===== config.mk =====
export PLATFORM = sky130hd
export DESIGN_NAME = bms_response_deframer_flat
export DESIGN_NICKNAME = d
export VERILOG_FILES = /design/src/rtl/brd_pkg.sv /design/src/rtl/brd_channels.sv /design/src/rtl/brd_ram.sv /design/src/rtl/bms_response_deframer.sv /design/src/flat_wrapper.sv
export SDC_FILE = /design/constraint.sdc
export NUM_CORES = 2
export LEC_CHECK = 0
export BUFFER_PORTS_ARGS = -buffer_cell sky130_fd_sc_hd__clkbuf_2
export CAP_MARGIN = 10
export CORE_MARGIN = 2
export CORE_UTILIZATION = 28
export DETAILED_ROUTE_END_ITERATION = 8
export PLACE_DENSITY = 0.43
export SYNTH_ARGS = -nofsm -noshare
export SYNTH_HDL_FRONTEND = slang
export SYNTH_SLANG_ARGS = --single-unit

===== constraint.sdc =====
create_clock -name clock -period 4.7 [get_ports clock]
set_input_delay 0.94 -clock clock [delete_from_list [all_inputs] [get_ports clock]]
set_output_delay 0.94 -clock clock [all_outputs]
set_load 0.01 [all_outputs]

===== src/rtl/brd_pkg.sv =====
// Shared types and constants of the response deframer.
package brd_pkg;

   // Frame delimiters and command codes.
   localparam logic [7:0] START_BYTE   = 8'hDD;
   localparam logic [7:0] END_BYTE     = 8'h77;
   localparam logic [7:0] CMD_HWINFO   = 8'h03;
   localparam logic [7:0] CMD_CELLINFO = 8'h04;
   localparam logic [7:0] STATUS_OK    = 8'h00;

   // A frame is the payload plus start, command, status, length, two checksum
   // bytes and the end byte.
   localparam int unsigned FRAME_OVERHEAD = 7;
   localparam int unsigned LEN_OFFSET     = 3;
   localparam int unsigned MIN_HEADER     = 4;
   localparam int unsigned FLEN_W         = 9;

   // Shortest hardware-info payload decoded for voltage, current and charge.
   localparam logic [7:0] MIN_INFO_PAYLOAD = 8'd23;

   // Frames taken out of the store per received byte, at most.
   localparam int unsigned RES_W       = 6;
   localparam logic [RES_W-1:0] MAX_RESULTS = 6'd37;

   // Header and payload bytes fetched for each accepted frame, as offsets
   // from the start byte: command, status, voltage high/low, current
   // high/low and charge.
   localparam int unsigned HDR_READS = 7;
   localparam int unsigned HDR_IDX_W = 3;
   localparam logic [4:0] HDR_OFFSET [HDR_READS] = '{
      5'd1, 5'd2, 5'd4, 5'd5, 5'd6, 5'd7, 5'd23
   };
   localparam logic [HDR_IDX_W-1:0] HDR_CMD    = 3'd0;
   localparam logic [HDR_IDX_W-1:0] HDR_STATUS = 3'd1;
   localparam logic [HDR_IDX_W-1:0] HDR_LAST   = 3'd6;

   // Kind of frame reported in a result word.
   typedef enum logic [2:0] {
      KIND_INFO       = 3'd0,
      KIND_INFO_SHORT = 3'd1,
      KIND_CELL       = 3'd2,
      KIND_OTHER      = 3'd3,
      KIND_ERROR      = 3'd4
   } frame_kind_type;

   // One result word.
   typedef struct packed {
      frame_kind_type     frame_kind;
      logic [7:0]         command_code;
      logic [7:0]         status_byte;
      logic [7:0]         payload_length;
      logic [15:0]        pack_voltage;
      logic signed [15:0] pack_current;
      logic [7:0]         charge_percent;
      logic               voltage_changed;
      logic               current_changed;
      logic               charge_changed;
      logic               any_changed;
      logic               last_of_run;
   } rsp_word_type;

endpackage


===== src/rtl/brd_channels.sv =====
// Valid/ready channel interfaces for received bytes and frame results.
interface brd_req_if;
   logic       valid;
   logic       ready;
   logic [7:0] rx_byte;

   modport source (output valid, output rx_byte, input ready);
   modport sink (input valid, input rx_byte, output ready);
endinterface

interface brd_rsp_if;
   logic               valid;
   logic               ready;
   logic [2:0]         frame_kind;
   logic [7:0]         command_code;
   logic [7:0]         status_byte;
   logic [7:0]         payload_length;
   logic [15:0]        pack_voltage;
   logic signed [15:0] pack_current;
   logic [7:0]         charge_percent;
   logic               voltage_changed;
   logic               current_changed;
   logic               charge_changed;
   logic               any_changed;
   logic               last_of_run;

   modport source (
      output valid, output frame_kind, output command_code, output status_byte,
      output payload_length, output pack_voltage, output pack_current,
      output charge_percent, output voltage_changed, output current_changed,
      output charge_changed, output any_changed, output last_of_run,
      input ready
   );
   modport sink (
      input valid, input frame_kind, input command_code, input status_byte,
      input payload_length, input pack_voltage, input pack_current,
      input charge_percent, input voltage_changed, input current_changed,
      input charge_changed, input any_changed, input last_of_run,
      output ready
   );
endinterface


===== src/rtl/brd_ram.sv =====
// Generic single-write, single-read RAM with registered read data.
module brd_ram #(
   parameter int WIDTH = 8,
   parameter int DEPTH = 512
) (
   input  logic                     clock,
   input  logic                     wr_en,
   input  logic [$clog2(DEPTH)-1:0] wr_addr,
   input  logic [WIDTH-1:0]         wr_data,
   input  logic                     rd_en,
   input  logic [$clog2(DEPTH)-1:0] rd_addr,
   output logic [WIDTH-1:0]         rd_data
);

   logic [WIDTH-1:0] mem_ff [DEPTH];
   logic [WIDTH-1:0] rd_data_ff;

   // Write port and registered read port.
   always_ff @(posedge clock) begin
      if (wr_en) begin
         mem_ff[wr_addr] <= wr_data;
      end
      if (rd_en) begin
         rd_data_ff <= mem_ff[rd_addr];
      end
   end

   assign rd_data = rd_data_ff;

endmodule


===== src/rtl/bms_response_deframer.sv =====
// Response deframer: rebuilds framed battery-monitor responses from a byte stream.
//
// Bytes enter on req_in, one word per byte, and are appended to a circular
// frame store in a RAM. After each byte the store is scanned for complete
// frames (start byte, command, status, length, payload, two checksum bytes,
// end byte). Each frame found yields one word on rsp_out, carrying its kind,
// header bytes and the held voltage, current and charge; last_of_run marks
// the final word caused by one byte. The checksum is not checked.
// Flow: a new byte is taken only once the previous byte's processing is
// over. Each byte is appended in S_IDLE and checked in S_CHECK; when at
// least 7 bytes are held, the store is scanned for a start byte, the
// candidate's length and end byte are read, and each frame found has its
// header bytes fetched before S_DECIDE; S_FLUSH ends the byte. Every store
// access is one RAM read state followed by an evaluate state.
// Result words wait in an output register plus one held word; with a word
// held, a stalled rsp_out stops the scan at the next frame or end; no byte enters.
// Reset empties the store and clears the held values; the RAM is not cleared.
module bms_response_deframer #(
   parameter int STORE_DEPTH = 512
) (
   input logic     clock,
   input logic     reset,
   brd_req_if.sink req_in,
   brd_rsp_if.source rsp_out
);

   import brd_pkg::*;

   localparam int AW = $clog2(STORE_DEPTH);
   localparam int CW = $clog2(STORE_DEPTH + 1);
   localparam int SW = CW + 1;

   typedef enum logic [3:0] {
      S_IDLE, S_CHECK, S_SCAN_RD, S_SCAN_EV, S_LEN_RD, S_LEN_EV,
      S_END_RD, S_END_EV, S_HDR_RD, S_HDR_EV, S_DECIDE, S_FLUSH
   } state_type;

   state_type            state_ff, state_in;
   logic [AW-1:0]        head_ff, head_in;
   logic [CW-1:0]        count_ff, count_in;
   logic [CW-1:0]        off_ff, off_in;
   logic [CW-1:0]        flen_ff, flen_in;
   logic [7:0]           len_ff, len_in;
   logic [RES_W-1:0]     nres_ff, nres_in;
   logic [HDR_IDX_W-1:0] fld_ff, fld_in;
   logic [7:0]           hdr_ff [HDR_READS];
   logic [7:0]           hdr_in [HDR_READS];
   logic [15:0]          held_voltage_ff, held_voltage_in;
   logic [15:0]          held_current_ff, held_current_in;
   logic [7:0]           held_charge_ff, held_charge_in;
   rsp_word_type         pend_ff, pend_in;
   logic                 pend_valid_ff, pend_valid_in;
   rsp_word_type         out_ff, out_in;
   logic                 rsp_valid_ff, rsp_valid_in;

   logic                 ram_wr_en;
   logic [AW-1:0]        ram_wr_addr;
   logic                 ram_rd_en;
   logic [AW-1:0]        ram_rd_addr;
   logic [7:0]           ram_rd_data;

   logic                 move_ok;
   logic [CW-1:0]        scan_rest;
   logic [FLEN_W-1:0]    flen_full;
   logic [15:0]          new_voltage;
   logic [15:0]          new_current;
   logic [7:0]           new_charge;
   rsp_word_type         new_word;

   // Address of an offset from the head of the circular store.
   function automatic logic [AW-1:0] wrap_add(input logic [AW-1:0] base,
                                              input logic [CW-1:0] delta);
      logic [SW-1:0] sum;
      sum = SW'(base) + SW'(delta);
      if (sum >= SW'(STORE_DEPTH)) begin
         sum = sum - SW'(STORE_DEPTH);
      end
      return sum[AW-1:0];
   endfunction

   brd_ram #(
      .WIDTH(8),
      .DEPTH(STORE_DEPTH)
   ) u_store (
      .clock  (clock),
      .wr_en  (ram_wr_en),
      .wr_addr(ram_wr_addr),
      .wr_data(req_in.rx_byte),
      .rd_en  (ram_rd_en),
      .rd_addr(ram_rd_addr),
      .rd_data(ram_rd_data)
   );

   // Decode of the frame whose header bytes have been fetched.
   always_comb begin
      new_voltage = {hdr_ff[2], hdr_ff[3]};
      new_current = {hdr_ff[4], hdr_ff[5]};
      new_charge  = hdr_ff[6];
      new_word = '0;
      new_word.command_code   = hdr_ff[HDR_CMD];
      new_word.status_byte    = hdr_ff[HDR_STATUS];
      new_word.payload_length = len_ff;
      new_word.pack_voltage   = held_voltage_ff;
      new_word.pack_current   = held_current_ff;
      new_word.charge_percent = held_charge_ff;
      priority if (hdr_ff[HDR_STATUS] != STATUS_OK) begin
         new_word.frame_kind = KIND_ERROR;
      end else if (hdr_ff[HDR_CMD] == CMD_HWINFO) begin
         if (len_ff < MIN_INFO_PAYLOAD) begin
            new_word.frame_kind = KIND_INFO_SHORT;
         end else begin
            new_word.frame_kind      = KIND_INFO;
            new_word.pack_voltage    = new_voltage;
            new_word.pack_current    = new_current;
            new_word.charge_percent  = new_charge;
            new_word.voltage_changed = (new_voltage != held_voltage_ff);
            new_word.current_changed = (new_current != held_current_ff);
            new_word.charge_changed  = (new_charge != held_charge_ff);
         end
      end else if (hdr_ff[HDR_CMD] == CMD_CELLINFO) begin
         new_word.frame_kind = KIND_CELL;
      end else begin
         new_word.frame_kind = KIND_OTHER;
      end
      new_word.any_changed = new_word.voltage_changed | new_word.current_changed
                             | new_word.charge_changed;
   end

   // Sequencer: append the byte, then scan, check and fetch frames.
   always_comb begin
      state_in        = state_ff;
      head_in         = head_ff;
      count_in        = count_ff;
      off_in          = off_ff;
      flen_in         = flen_ff;
      len_in          = len_ff;
      nres_in         = nres_ff;
      fld_in          = fld_ff;
      hdr_in          = hdr_ff;
      held_voltage_in = held_voltage_ff;
      held_current_in = held_current_ff;
      held_charge_in  = held_charge_ff;
      pend_in         = pend_ff;
      pend_valid_in   = pend_valid_ff;
      out_in          = out_ff;
      rsp_valid_in    = rsp_valid_ff;
      ram_wr_en       = 1'b0;
      ram_wr_addr     = wrap_add(head_ff, count_ff);
      ram_rd_en       = 1'b0;
      ram_rd_addr     = wrap_add(head_ff, off_ff);
      move_ok         = !rsp_valid_ff || rsp_out.ready;
      scan_rest       = count_ff - off_ff;
      flen_full       = FLEN_W'(ram_rd_data) + FLEN_W'(FRAME_OVERHEAD);

      if (rsp_valid_ff && rsp_out.ready) begin
         rsp_valid_in = 1'b0;
      end

      unique case (state_ff)
         S_IDLE: begin
            if (req_in.valid) begin
               nres_in = '0;
               if (count_ff < CW'(STORE_DEPTH)) begin
                  ram_wr_en = 1'b1;
                  count_in  = count_ff + 1'b1;
               end
               state_in = S_CHECK;
            end
         end
         S_CHECK: begin
            if (count_ff >= CW'(FRAME_OVERHEAD) && nres_ff < MAX_RESULTS) begin
               off_in   = '0;
               state_in = S_SCAN_RD;
            end else begin
               state_in = S_FLUSH;
            end
         end
         S_SCAN_RD: begin
            ram_rd_en = 1'b1;
            state_in  = S_SCAN_EV;
         end
         S_SCAN_EV: begin
            // Drop everything before the first start byte.
            if (ram_rd_data == START_BYTE) begin
               head_in  = wrap_add(head_ff, off_ff);
               count_in = scan_rest;
               if (scan_rest < CW'(MIN_HEADER)) begin
                  state_in = S_FLUSH;
               end else begin
                  off_in   = CW'(LEN_OFFSET);
                  state_in = S_LEN_RD;
               end
            end else if (SW'(off_ff) + 1'b1 >= SW'(count_ff)) begin
               count_in = '0;
               state_in = S_FLUSH;
            end else begin
               off_in   = off_ff + 1'b1;
               state_in = S_SCAN_RD;
            end
         end
         S_LEN_RD: begin
            ram_rd_en = 1'b1;
            state_in  = S_LEN_EV;
         end
         S_LEN_EV: begin
            len_in  = ram_rd_data;
            flen_in = CW'(flen_full);
            if (count_ff < CW'(flen_full)) begin
               state_in = S_FLUSH;
            end else begin
               off_in   = CW'(flen_full) - 1'b1;
               state_in = S_END_RD;
            end
         end
         S_END_RD: begin
            ram_rd_en = 1'b1;
            state_in  = S_END_EV;
         end
         S_END_EV: begin
            // A wrong end byte costs the candidate its start byte.
            if (ram_rd_data != END_BYTE) begin
               head_in  = wrap_add(head_ff, CW'(1));
               count_in = count_ff - 1'b1;
               state_in = S_CHECK;
            end else begin
               fld_in   = '0;
               off_in   = CW'(HDR_OFFSET[0]);
               state_in = S_HDR_RD;
            end
         end
         S_HDR_RD: begin
            ram_rd_en = 1'b1;
            state_in  = S_HDR_EV;
         end
         S_HDR_EV: begin
            hdr_in[fld_ff] = ram_rd_data;
            if (fld_ff == HDR_LAST) begin
               state_in = S_DECIDE;
            end else begin
               fld_in   = fld_ff + 1'b1;
               off_in   = CW'(HDR_OFFSET[fld_ff + 1'b1]);
               state_in = S_HDR_RD;
            end
         end
         S_DECIDE: begin
            // The held word goes out here, as not last, once a later frame is found.
            if (!pend_valid_ff || move_ok) begin
               if (pend_valid_ff) begin
                  out_in             = pend_ff;
                  out_in.last_of_run = 1'b0;
                  rsp_valid_in       = 1'b1;
               end
               pend_in         = new_word;
               pend_valid_in   = 1'b1;
               held_voltage_in = new_word.pack_voltage;
               held_current_in = new_word.pack_current;
               held_charge_in  = new_word.charge_percent;
               head_in         = wrap_add(head_ff, flen_ff);
               count_in        = count_ff - flen_ff;
               nres_in         = nres_ff + 1'b1;
               state_in        = S_CHECK;
            end
         end
         S_FLUSH: begin
            if (!pend_valid_ff) begin
               state_in = S_IDLE;
            end else if (move_ok) begin
               out_in             = pend_ff;
               out_in.last_of_run = 1'b1;
               rsp_valid_in       = 1'b1;
               pend_valid_in      = 1'b0;
               state_in           = S_IDLE;
            end
         end
         default: begin
            state_in = S_IDLE;
         end
      endcase
   end

   // State and registered outputs.
   always_ff @(posedge clock) begin
      if (reset) begin
         state_ff        <= S_IDLE;
         head_ff         <= '0;
         count_ff        <= '0;
         nres_ff         <= '0;
         fld_ff          <= '0;
         held_voltage_ff <= '0;
         held_current_ff <= '0;
         held_charge_ff  <= '0;
         pend_valid_ff   <= 1'b0;
         rsp_valid_ff    <= 1'b0;
      end else begin
         state_ff        <= state_in;
         head_ff         <= head_in;
         count_ff        <= count_in;
         nres_ff         <= nres_in;
         fld_ff          <= fld_in;
         held_voltage_ff <= held_voltage_in;
         held_current_ff <= held_current_in;
         held_charge_ff  <= held_charge_in;
         pend_valid_ff   <= pend_valid_in;
         rsp_valid_ff    <= rsp_valid_in;
      end
      off_ff  <= off_in;
      flen_ff <= flen_in;
      len_ff  <= len_in;
      hdr_ff  <= hdr_in;
      pend_ff <= pend_in;
      out_ff  <= out_in;
   end

   // Channel ports.
   assign req_in.ready            = (state_ff == S_IDLE);
   assign rsp_out.valid           = rsp_valid_ff;
   assign rsp_out.frame_kind      = out_ff.frame_kind;
   assign rsp_out.command_code    = out_ff.command_code;
   assign rsp_out.status_byte     = out_ff.status_byte;
   assign rsp_out.payload_length  = out_ff.payload_length;
   assign rsp_out.pack_voltage    = out_ff.pack_voltage;
   assign rsp_out.pack_current    = out_ff.pack_current;
   assign rsp_out.charge_percent  = out_ff.charge_percent;
   assign rsp_out.voltage_changed = out_ff.voltage_changed;
   assign rsp_out.current_changed = out_ff.current_changed;
   assign rsp_out.charge_changed  = out_ff.charge_changed;
   assign rsp_out.any_changed     = out_ff.any_changed;
   assign rsp_out.last_of_run     = out_ff.last_of_run;

   // A new byte never arrives while a word of the previous run is still held.
   a_no_byte_with_pending: assert property (@(posedge clock) disable iff (reset)
      req_in.valid && req_in.ready |-> !pend_valid_ff)
      else $error("byte accepted while a result word is still held");

   // The fill count never exceeds the store.
   a_count_bound: assert property (@(posedge clock) disable iff (reset)
      count_ff <= CW'(STORE_DEPTH))
      else $error("fill count beyond store depth");

   // A frame is only taken out when all of its bytes are held.
   a_frame_held: assert property (@(posedge clock) disable iff (reset)
      state_ff == S_DECIDE |-> count_ff >= flen_ff)
      else $error("frame removed before it was complete");

   // No more than the allowed number of frames is taken per byte.
   a_result_limit: assert property (@(posedge clock) disable iff (reset)
      nres_ff <= MAX_RESULTS)
      else $error("too many frames taken for one byte");

endmodule


===== src/flat_wrapper.sv =====
// flat-port wrapper written by rule: the top's interface ports become plain ports
module bms_response_deframer_flat import brd_pkg::*;
#(
   parameter int STORE_DEPTH = 512
)
  (clock, reset, req_in_valid, req_in_rx_byte, req_in_ready, rsp_out_valid, rsp_out_frame_kind, rsp_out_command_code, rsp_out_status_byte, rsp_out_payload_length, rsp_out_pack_voltage, rsp_out_pack_current, rsp_out_charge_percent, rsp_out_voltage_changed, rsp_out_current_changed, rsp_out_charge_changed, rsp_out_any_changed, rsp_out_last_of_run, rsp_out_ready);
  brd_req_if req_in_i ();
  brd_rsp_if rsp_out_i ();
  input logic clock;
  input logic reset;
  input wire logic [$bits(req_in_i.valid)-1:0] req_in_valid;
  input wire logic [$bits(req_in_i.rx_byte)-1:0] req_in_rx_byte;
  output wire logic [$bits(req_in_i.ready)-1:0] req_in_ready;
  output wire logic [$bits(rsp_out_i.valid)-1:0] rsp_out_valid;
  output wire logic [$bits(rsp_out_i.frame_kind)-1:0] rsp_out_frame_kind;
  output wire logic [$bits(rsp_out_i.command_code)-1:0] rsp_out_command_code;
  output wire logic [$bits(rsp_out_i.status_byte)-1:0] rsp_out_status_byte;
  output wire logic [$bits(rsp_out_i.payload_length)-1:0] rsp_out_payload_length;
  output wire logic [$bits(rsp_out_i.pack_voltage)-1:0] rsp_out_pack_voltage;
  output wire logic [$bits(rsp_out_i.pack_current)-1:0] rsp_out_pack_current;
  output wire logic [$bits(rsp_out_i.charge_percent)-1:0] rsp_out_charge_percent;
  output wire logic [$bits(rsp_out_i.voltage_changed)-1:0] rsp_out_voltage_changed;
  output wire logic [$bits(rsp_out_i.current_changed)-1:0] rsp_out_current_changed;
  output wire logic [$bits(rsp_out_i.charge_changed)-1:0] rsp_out_charge_changed;
  output wire logic [$bits(rsp_out_i.any_changed)-1:0] rsp_out_any_changed;
  output wire logic [$bits(rsp_out_i.last_of_run)-1:0] rsp_out_last_of_run;
  input wire logic [$bits(rsp_out_i.ready)-1:0] rsp_out_ready;
  assign req_in_i.valid = req_in_valid;
  assign req_in_i.rx_byte = req_in_rx_byte;
  assign req_in_ready = req_in_i.ready;
  assign rsp_out_valid = rsp_out_i.valid;
  assign rsp_out_frame_kind = rsp_out_i.frame_kind;
  assign rsp_out_command_code = rsp_out_i.command_code;
  assign rsp_out_status_byte = rsp_out_i.status_byte;
  assign rsp_out_payload_length = rsp_out_i.payload_length;
  assign rsp_out_pack_voltage = rsp_out_i.pack_voltage;
  assign rsp_out_pack_current = rsp_out_i.pack_current;
  assign rsp_out_charge_percent = rsp_out_i.charge_percent;
  assign rsp_out_voltage_changed = rsp_out_i.voltage_changed;
  assign rsp_out_current_changed = rsp_out_i.current_changed;
  assign rsp_out_charge_changed = rsp_out_i.charge_changed;
  assign rsp_out_any_changed = rsp_out_i.any_changed;
  assign rsp_out_last_of_run = rsp_out_i.last_of_run;
  assign rsp_out_i.ready = rsp_out_ready;
  bms_response_deframer #(.STORE_DEPTH(STORE_DEPTH)) u_core (.clock(clock), .reset(reset), .req_in(req_in_i), .rsp_out(rsp_out_i));
endmodule

**Yosys cells after proc, flatten, opt, wreduce, memory -nomap -nowiden**

Memories as Yosys holds them, arrays and structs flattened. A register that Yosys moved wholly into a read port is not among the register bits.
Cells that the tools add are included.

- Register bits after elaboration: 300
- Bits in writable memories: 4096
- Output and inout port bits: 74
- Word-level logic and storage cells: 214
- Memories kept: 2
- Bits in read-only memories: 40
- Bits of input ports: 12

Memory list:

| memory | depth | bits a word | read ports | clocked after Yosys merged registers in | write ports | RTL line | source |
|---|---|---|---|---|---|---|---|
| u_core.u_store.mem_ff | 512 | 8 | 1 | 1 | 1 | brd_ram.sv:15 | `logic [WIDTH-1:0] mem_ff [DEPTH];` |
| (no name shown) | 8 | 5 | 1 | 0 | 0 | bms_response_deframer.sv:241 | `off_in = CW'(HDR_OFFSET[fld_ff + 1'b1]);` |

- $add $sub $neg: 18
- Bitwise operators: 4
- Equal/unequal tests: 35
- Reductions and logical operators: 25
- Magnitude comparators: 14
- Muxes and demuxes: 73

Operator list:

| cell | count |
|---|---|
| two-way mux 72 bit | 4 |
| case mux 72 bit (2 select lines) | 1 |
| two-way mux 10 bit | 13 |
| two-way mux 43 bit | 3 |
| two-way mux 9 bit | 7 |
| bitwise mux 56 bit | 1 |
| case mux 10 bit (5 select lines) | 1 |
| case mux 4 bit (12 select lines) | 1 |
| two-way mux 4 bit | 10 |
| case mux 10 bit (4 select lines) | 1 |
| subtractor 9 x 1 -> 9 bit, second input constant | 4 |
| inequality test 16 bit | 2 |
| case mux 9 bit (3 select lines) | 1 |
| demux 8 bit (select 3 bit) | 1 |
| adder 9 x 10 -> 11 bit | 2 |
| greater-or-equal comparator 11 x 10 -> 1 bit, second input constant | 2 |
| adder 10 x 1 -> 10 bit, second input constant | 2 |
| greater-or-equal comparator 10 bit, second input constant | 2 |
| == test 4 x 3 -> 1 bit, second input constant | 4 |
| == test 4 bit, second input constant | 4 |
| two-way mux 1 bit | 16 |
| inequality test 2 x 1 -> 1 bit, second input constant | 8 |
| two-way mux 6 bit | 2 |
| case mux 6 bit (2 select lines) | 1 |
| 55 further kinds | 76 |

**Longest topological paths before layout**

- Depth after elaboration: 7
- Depth in mapped cells: 16
- Depth with buffers taken out: 14

**Cells and area by module**

A second synthesis with hierarchy kept.

- Cell total of the unflattened synthesis: 9244
- Area, all modules: 174279.6 um2

By module, submodules not included:

| module | times used | area an instance (um2) | sequential area each (um2) | cells each |
|---|---|---|---|---|
| brd_ram | 1 | 160007.2 | 123238.2 | 8030 |
| bms_response_deframer | 1 | 14272.4 | 8267.9 | 1214 |

**Worst setup path after synthesis**

Ideal clock, no wire load.

- Kind: input -> register
- Start: in rsp_out_ready
- End: reg u_core.out_ff (netlist bit u_core.rsp_out.any_changed) (enable)
- Arrival time: 4.020 ns
- Stages on the path: 2
- Path slack: 0.178 ns
- Required time: 4.198 ns
- Cell sequence: nor2b_1 -> nor2_1

- Cells in the longest elaborated chain, start to end: 4
- Elaborated cells on any way between the ends: 5
- Classes of those cells: 2 x eq/ne; 3 x reduce/logical

Ends and longest elaborated chain:

| what | RTL line | source |
|---|---|---|
| start, declared | flat_wrapper.sv:27 | `input wire logic [$bits(rsp_out_i.ready)-1:0] rsp_out_ready;` |
| logical OR 1 bit (*) | bms_response_deframer.sv:151 | `move_ok = !rsp_valid_ff \|\| rsp_out.ready;` |
| logical OR 1 bit | bms_response_deframer.sv:247 | `if (!pend_valid_ff \|\| move_ok) begin` |
| inequality test 2 x 1 -> 1 bit (no source line) | n/a |  |
| AND reduction 5 bit (no source line) (*) | n/a |  |
| end signal, assigned | bms_response_deframer.sv:311 | `out_ff <= out_in;` |
| end, declared | bms_response_deframer.sv:53 | `rsp_word_type out_ff, out_in;` |

Every way passes the cells marked *; elsewhere a longest branch is shown, timed or not.
A chain may end at the register's enable or synchronous reset.

**Final worst setup path**

- Start: reg u_core.off_ff[0]
- End: reg u_core.u_store.rd_data_ff[5], in the netlist u_core.u_store.rd_data[5] (read register of u_core.u_store.mem_ff) (data pin)

- Cells in the longest elaborated chain, start to end: 3
- Elaborated cells on any way between the ends: 4
- Classes of those cells: 2 x add/sub; 1 x order compare; 1 x mux

Ends and longest elaborated chain:

| what | RTL line | source |
|---|---|---|
| start, declared | bms_response_deframer.sv:41 | `logic [CW-1:0] off_ff, off_in;` |
| start signal, assigned | bms_response_deframer.sv:306 | `off_ff <= off_in;` |
| adder 9 x 10 -> 11 bit (*) | bms_response_deframer.sv:74 | `sum = SW'(base) + SW'(delta);` |
| subtractor 9 x 1 -> 9 bit / greater-or-equal comparator 11 x 10 -> 1 bit (equally long branches) | bms_response_deframer.sv:76, bms_response_deframer.sv:75 |  |
| two-way mux 9 bit (*) | bms_response_deframer.sv:75 | `if (sum >= SW'(STORE_DEPTH)) begin` |
| end, declared | brd_ram.sv:16 | `logic [WIDTH-1:0] rd_data_ff;` |

Marked as above.

==> flow_summary_export.csv <==
group,metric,value,unit
worst_setup_path,cpLargestDelayFamily,"compound AO/OA/AOI/OAI gates",
layout,nets,10488,
timing,fmax,210,MHz
synthesis,synth.largest_area_cell,"edfxtp_1",
floorplan,die_h,793,um
synthesis,avgSynthCellArea,18.8,um^2
timing,setup_violations,1,
routing,dr_total_vias,92916,
synthesis,async_flop_share,0,%
grt,grt_pass1_wl,758,mm
place,dp_hpwl,360,mm
worst_setup_path,cp-start-kind,"register",
timing,hold_viol,0,
worst_setup_path,slowest_delay,0.81,ns
timing,setup_tns,-0.0693,ns
timing,fin_ws,-0.0693,ns
cts,ctsHtreeMaxLevel,5,
layout,final_cells,19106,
status,violations,"setup timing",
place,placed_cells,18219,
cts,cts_max_path_buffers,4,
worst_setup_path,cp_cell_sequence,"ha_4 -> fa_4 -> buf_12 -> buf_12 -> buf_4 -> mux4_2 -> nand2_1 -> and3_1 -> a311oi_1 -> buf_4 -> a311oi_1 -> o21ai_0 -> a41o_1",
grt,grt_max_degree,146,
power_and_ir_drop,worst_ir_drop_vdd,0.389,mV
timing,drv_slew,0,
worst_setup_path,cp_slowest_cell,"fa_4",
power_and_ir_drop,power.density,632,mW/mm^2
routing,dr.pass1.iters,6,
synthesis,seq_area_frac_synth,75.5,%
cts,path_clk_slew,0.07,ns
layout,area_growth,19.8,%
worst_setup_path,critPathBufInv,4,
synthesis,syn_nets,9327,
floorplan,pin_count,86,
floorplan,die_x,793,um
cts,clk_latency,1.05,ns
layout,nFillCells,58763,
worst_setup_path,cp-end-kind,"register",
cts,cts_made_buffers,473,
layout,final_common_cell,"edfxtp_1",
cts,cts.sinks,4404,
power_and_ir_drop,finalPower,132000,uW
routing,finalWirelength,541,mm
floorplan,start_util,28.1,%
run,cap_violations,0,
place,pre_cts_ws,-0.438,ns
place,gp_congestion,0.842,
floorplan,rows,289,
grt,antenna_found_initial,24,
synthesis,synth_ff_type,"edfxtp_1",
worst_setup_path,cp.required,5.60,ns
timing,maxSlewHeadroom,17.1,%
routing,post_drt_wl_per_cell,28.3,um
place,port_buffers,85,
synthesis,synthCells,9240,
timing,rsz0062_at_grt,"yes",
power_and_ir_drop,power_leakage,0.0670,uW
grt,grt_overflow_total,0,
routing,drtIter0Drc,9465,
timing,fin_worst_skew,0.0867,ns
routing,ant_nets,0,
timing,worst_pin_slew,1.24,ns
floorplan,die-area,0.628,mm^2
synthesis,synth.area.top_cells,"edfxtp_1 (75%), mux4_2 (13%), nand2_1 (2.6%)",
synthesis,synth_cell_type_count,74,
timing,finalCritPeriodShare,101,%
cts,cts_tree,"yes",
status,outcome,"complete, but fails checks",
grt,grt_pass1_vias,95860,
synthesis,synth-warning-count,0,
place,place_area,0.193,mm^2
hold_path,hp-class,"primary input to register",
layout,design_area,0.209,mm^2
floorplan,core-area,0.619,mm^2
grt,grt_use_total,16.8,%
cts,cts_root_buf,"clkbuf_16",
worst_setup_path,cp_max_fo,42,
synthesis,synth_edf_count,4330,
layout,layout_common_cells,"edfxtp_1 (4330), nand2_1 (1195), mux4_2 (1032)",
synthesis,synth_top_area_share,74.7,%
routing,avgViaCountPerCell,4.86,
synthesis,syn_area,0.174,mm^2
layout,drive_above_1_share,28.2,%
timing,min_period,4.77,ns
routing,drcViolationCount,0,
cts,cts_hold_buf,0,
worst_setup_path,crit_arrival,5.67,ns
synthesis,ys_ff_latch,4404,
worst_setup_path,critPathKind,"register to register",
## cell usage after synthesis, drive strengths merged (4+ instances only)
master and n:
a2111oi 5, nor2b 11, edfxtp 4330, nor2 636
a311oi 155, nor3 46, fa 5, dfxtp 74
o21ai 100, and4 6, a221oi 7, a311o 20
a21boi 6, a211oi 51, mux2 42, o22ai 10
nand3 206, and3 166, or2 9, a21o 11
a31oi 46, nand4 26, inv 54, o211ai 4
or3 9, clkbuf 256, or4 5, ha 70
and2 14, nand2 1200, a22o 4, o21a 8
nand2b 8, xor2 32, mux2i 6, mux4 1032
xnor2 79, o21bai 5, nor4 23, buf 287
a21oi 134
## final timing paths
| path | start | endpoint | slack, ns | depth (start not counted) |
|---|---|---|---|---|
| worst max-delay path | u_core.off_ff[0] | u_core.u_store.rd_data[5] | -0.07 | 13 |
| worst min-delay path | req_in_valid | u_core.state_ff[0] | 0.39 | 3 |
| worst max register to register | u_core.off_ff[0] | u_core.u_store.rd_data[5] | -0.07 | 13 |
| worst min register to register | u_core.pend_ff[48] | u_core.rsp_out.payload_length[3] | 0.42 | 0 |
## final cells by class
type	count	area (um^2)	area share [%]
Antenna cell	8	20.0	0.00959
Clock buffer	578	12300	5.90
Clock inverter	301	3160	1.52
Inverter	54	203	0.0971
Multi-Input combinational cell	4239	40400	19.3
Sequential cell	4404	132000	63.0
Tap cell	8293	10400	4.97
Timing Repair Buffer	1229	10700	5.13
## state kept, by name, summed over array words and instances (netlist names), 16 cells and up
register / flops
u_core.held_voltage_ff: 16
u_core.pend_ff: 71
u_core.u_store.mem_ff: 4096
u_core.held_current_ff: 16
u_core.rsp_out.pack_voltage: 16
u_core.rsp_out.pack_current: 16
u_core.hdr_ff: 48
## stage by stage
stage | hold slack, ns | util [%]
after floorplan | 0.400 | -
after global placement | 0.409 | 31.1
after detailed placement | 0.405 | 31.2
after CTS | 0.269 | 33.7
after global routing | 0.348 | 33.7
final | 0.386 | 33.7
## cells by family (layout without fill, tap and decap cells)
logic type,count (synthesis),count (layout),share of synthesized area (%)
fa+ha+maj,75,75,0.560
other cells,0,8,0
simple gates,2377,2377,5.75
mux,1080,1080,13.7
buf+inv,597,2162,1.60
flops,4404,4404,75.5
compound gates,596,596,2.37
xor+xnor,111,111,0.563
## power by group
part	internal, uW	switching [uW]	total [uW]
clock network	21400	15800	37300
registers	43700	387	44100
logic	19000	31500	50600
## per-layer routing
layer / up-vias / wire (um) / global-route usage [%]
met4: 2 / 16300 / 4.66
met2: 2672 / 257000 / 27.5
met5: - / 388 / 0
met3: 668 / 28300 / 2.40
met1: 50137 / 238000 / 23.5
li1: 39437 / - / -
## tightest hold or removal path: stages
cell and delay (ns):
clkbuf_2 0.13, o21ai_0 0.18, a221oi_1 0.07
## timing repair
action,in CTS,in global routing
pin swaps,1,2
setup buffers,0,0
gates resized for setup,10,15
gates cloned,0,0
endpoints found under the setup margin,5,23
(Power assumes the default switching activity.)
